===== src/sv/xfpr_pkg.sv =====
// ----------------------------------------------------------------------------
// xfpr_pkg: shared types and constants of the framed packet receiver
// Frame delimiter bytes, payload limit, field widths and the parser phases.
// ----------------------------------------------------------------------------
package xfpr_pkg;

	localparam int BYTE_W      = 8;
	localparam int MAX_PAYLOAD = 64;
	localparam int LEN_W       = $clog2(MAX_PAYLOAD + 1);

	// Frame delimiters
	localparam logic [BYTE_W-1:0] SOF_CFG = 8'h53;
	localparam logic [BYTE_W-1:0] EOF_CFG = 8'h54;
	localparam logic [BYTE_W-1:0] SOF_DAT = 8'h57;
	localparam logic [BYTE_W-1:0] EOF_DAT = 8'h58;

	// Parser and emitter phases
	typedef enum logic [3:0] {
		PH_HUNT,
		PH_CMD,
		PH_CODE,
		PH_LEN,
		PH_DATA,
		PH_SUM,
		PH_END,
		PH_EMIT_RD,
		PH_EMIT_OUT
	} phase_t;

endpackage


===== src/sv/xfpr_pbuf.sv =====
// ----------------------------------------------------------------------------
// xfpr_pbuf: payload buffer
// Single write port, single registered read port byte memory.
// ----------------------------------------------------------------------------
module xfpr_pbuf
	import xfpr_pkg::*;
#(
	parameter int DEPTH = 64,
	parameter int AW    = 6
) (
	input  logic              clk,
	input  logic              wr_en,
	input  logic [AW-1:0]     wr_addr,
	input  logic [BYTE_W-1:0] wr_data,
	input  logic [AW-1:0]     rd_addr,
	output logic [BYTE_W-1:0] rd_data
);

	logic [BYTE_W-1:0] mem [DEPTH];
	logic [BYTE_W-1:0] rd_data_q;

	// Store payload bytes as they arrive
	always_ff @(posedge clk) begin
		if (wr_en) begin
			mem[wr_addr] <= wr_data;
		end
	end

	// Register the read data
	always_ff @(posedge clk) begin
		rd_data_q <= mem[rd_addr];
	end

	assign rd_data = rd_data_q;

endmodule


===== config.mk =====
export PLATFORM = sky130hd
export DESIGN_NAME = xfpr_pbuf
export DESIGN_NICKNAME = d
export VERILOG_FILES = /design/src/sv/xfpr_pkg.sv /design/src/sv/xfpr_pbuf.sv
export SDC_FILE = /design/constraint.sdc
export NUM_CORES = 1
export LEC_CHECK = 0
export BUFFER_PORTS_ARGS = -buffer_cell sky130_fd_sc_hd__buf_2
export CAP_MARGIN = 20
export CORE_MARGIN = 2
export CORE_UTILIZATION = 66
export CTS_BUF_LIST = sky130_fd_sc_hd__clkbuf_16
export CTS_CLUSTER_SIZE = 40
export DETAILED_ROUTE_END_ITERATION = 16
export PLACE_DENSITY = 0.8
export SKIP_CTS_REPAIR_TIMING = 1
export SKIP_LAST_GASP = 1
export SYNTH_ARGS = -nofsm -noshare
export SYNTH_HDL_FRONTEND = slang
export SYNTH_SLANG_ARGS = --single-unit

===== constraint.sdc =====
create_clock -name clk -period 3.1 [get_ports clk]
set_input_delay 0.155 -clock clk [delete_from_list [all_inputs] [get_ports clk]]
set_output_delay 0.155 -clock clk [all_outputs]
set_load 0.005 [all_outputs]

==> summary.md <==
| Metric | Value |
|---|---|
| Final std cell area, no fill | `22400 um2` |
| Worst r2r path cells | `5` |
| Power Density | `623 nW/um2` |
| Startpoint type of the worst setup path | `register` |
| DR pass1 iterations | `5` |
| Die area | `32000 um2` |
| Final period util | `68.8%` |
| Root Driver | `clkbuf_16` |
| Post-synth EDFFs | `512` |
| Leak Pwr | `7.08 nW` |
| Unique masters post-synth | `40` |
| CTS tree | `done` |
| Setup Crit Path Kind | `reg2reg` |
| Fin Setup TNS | `0 ps` |
| Initial core utilization | `66.4%` |
| Mapped Area | `20200 um2` |
| Setup-failing EPs final | `0` |
| Post-Syn Area per Cell | `21.5 um2` |
| Worst Hold Launch | `wr_data[4]` |
| Max_cap viols | `0` |
| WHS Path Cells | `1` |
| H-tree Lvls | `2` |
| Largest net degree at the start of global routing | `65` |
| Slew margin rel. | `24.0%` |
| Post-synth top cells | `edfxtp_1, mux4_2, nor2_1, mux2i_1, nand2_1` |
| Hold endpoint | `mem[60][4]$_DFFE_PP_` |
| Routability congestion estimate | `0.888` |
| First-pass GRT wire length | `66100 um` |
| DRT iter0 DRCs | `1550` |
| Total CTS buffers | `49` |
| Ports | `30` |
| Multi-input logic area | `4320 um2` |
| Gr usage total | `29.2%` |
| WL/cell | `30.9 um` |
| Area Overhead vs Synth | `11.1%` |
| Deepest clock path buffer count | `3` |
| Fill count | `1629` |
| Peak Freq | `0.469 GHz` |
| Die W | `179 um` |
| Seq. cell area | `15500 um2` |
| Placed Area | `20800 um2` |
| Ys flop type | `edfxtp_1` |
| Met3 Usage GRT | `6.93%` |
| Period minus WS final | `2130 ps` |
| Hold WC Path Type | `in2reg` |
| Via count | `9950` |
| Total Nets Final | `1037` |
| DRC | `0` |
| Yosys top cell by area | `edfxtp_1` |
| Final Max Slew Viols | `0` |
| Post-DR vias/cell | `6.87` |
| Final Hold Viols | `1` |
| Met2 GRT Util | `44.8%` |
| Core Region | `30300 um2` |
| Top-area cell type share of the netlist area | `76.2%` |
| Worst skew pair latency | `560 ps` |
| Mapped Cells | `940` |
| WP data arrival | `2560 ps` |
| Status | `finished with violations` |
| Die height | `179 um` |
| Met1 Use GR | `42.7%` |
| Critical path fanouts, max | `1` |
| Initial antenna violation count | `1` |
| Ys async rst share | `0%` |
| Share of cells above drive strength 1 | `26.0%` |
| CP Data Required Time | `3530 ps` |
| Worst reg2reg setup slack | `970 ps` |
| # rows | `64` |
| Reg clk slew, reported paths | `60 ps` |
| Top post-synthesis cells by area | `edfxtp_1, mux4_2, nor2_1` |
| N_diodes | `0` |
| Total wire length after detailed routing | `44800 um` |
| Register area share after synthesis | `77.0%` |
| Failing checks | `hold timing` |
| Most common cell in the netlist | `edfxtp_1` |
| CTS Sinks | `520` |
| Gr ovfl total | `0` |
| Vias in the first global route | `10093` |
| Maximum VDD drop | `0.572 mV` |
| Worst R2R End | `rd_data[3]$_DFF_P_` |
| Busiest metal layer after global routing | `met2` |
| Worst slew pin tran | `1140 ps` |
| Layout Skew | `14.5 ps` |
| Hold WS | `-2.08 ps` |
| CP Capture Type | `register` |
| Yosys warns | `0` |
| R2r startpoint | `mem[2][3]$_DFFE_PP_` |
| RSZ-0062 raised after global routing | `false` |
| FF+latch count, synth | `520` |
| Detail Placement HPWL | `26200 um` |
| IO buf count | `29` |
| Syn Nets | `962` |
| ANT nets after route | `0` |
==> layout by cell type (no fill, tap or decap), types with 8 or more instances in the layout <==
| master | netlist | routed |
|---|---|---|
| buf_12 | 2 | 9 |
| buf_2 | 11 | 26 |
| buf_4 | 13 | 37 |
| clkbuf_16 | 0 | 51 |
| clkinv_1 | 0 | 19 |
| dfxtp_1 | 8 | 8 |
| edfxtp_1 | 512 | 512 |
| inv_1 | 0 | 10 |
| mux2_2 | 13 | 13 |
| mux2i_1 | 23 | 23 |
| mux4_2 | 126 | 126 |
| nand2_1 | 19 | 19 |
| nand3_1 | 13 | 13 |
| nor2_1 | 83 | 83 |
| nor2b_1 | 14 | 14 |
| o221ai_1 | 8 | 8 |
| o22ai_1 | 8 | 8 |
==> stage by stage <==
| stage | setup WS (ps) | cells | hold WS (ps) | power, mW | utilization [%] |
|---|---|---|---|---|---|
| after global placement | 503 | 1353 | 542 | 8.65 | 68.7 |
| after CTS | 1010 | 1442 | 38.6 | 13.9 | 73.4 |
| after floorplan | 1280 | 940 | 254 | 8.36 | - |
| final | 966 | 1449 | -2.08 | 14.0 | 73.8 |
| after detailed placement | 494 | 1353 | 545 | 8.67 | 68.7 |
| after global routing | 909 | 1449 | 6.45 | 14.3 | 73.8 |
==> kinds of logic after synthesis <==
group / count (synthesis) / synth area share [%]
AO/OA/AOI/OAI: 54 / 2.07
AND/OR/NAND/NOR: 153 / 3.39
multiplexers: 162 / 15.9
buffers and inverters: 51 / 1.57
flip-flops: 520 / 77.0
==> layer usage <==
layer | up-vias | share of wire, %
met5 | - | 0
met1 | 5105 | 38
li1 | 4075 | -
met3 | 105 | 11
met2 | 665 | 48
met4 | 0 | 3.0
==> state kept, by name (all words and copies together), names as in the netlist <==
| name | cells |
|---|---|
| mem | 512 |
| rd_data | 8 |
==> worst max-delay path: stages (launching register included) <==
cell and delay, ps:
edfxtp_1 380, mux4_2 460, nor2b_1 150, a2111oi_0 700, buf_4 230, o41ai_1 70
==> power breakdown <==
part / switching, mW / total, mW / internal, mW
registers: 0.0309 / 7.81 / 7.78
logic: 0.451 / 0.739 / 0.288
clock network: 2.45 / 5.41 / 2.95
==> how the worst max path moves through the flow <==
stage	startpoint	endpoint	slack (ps)
2_1_floorplan	rd_addr[1]	rd_data[3]$_DFF_P_	1280
3_5_place_dp	rd_addr[0]	rd_data[7]$_DFF_P_	490
6_report	mem[2][3]$_DFFE_PP_	rd_data[3]$_DFF_P_	970
3_3_place_gp	rd_addr[0]	rd_data[7]$_DFF_P_	500
5_1_grt	mem[2][3]$_DFFE_PP_	rd_data[3]$_DFF_P_	910
4_1_cts	mem[2][3]$_DFFE_PP_	rd_data[3]$_DFF_P_	1010
==> cell type report <==
type                    count  share of cell area [%]
clock buffers              51                    5.70
repair buffers             75                    2.78
well taps                 396                    2.21
multi-input cells         369                    19.3
flip-flops and latches    520                    69.3
clock inverters            38                   0.726
(Power assumes the default switching activity.)
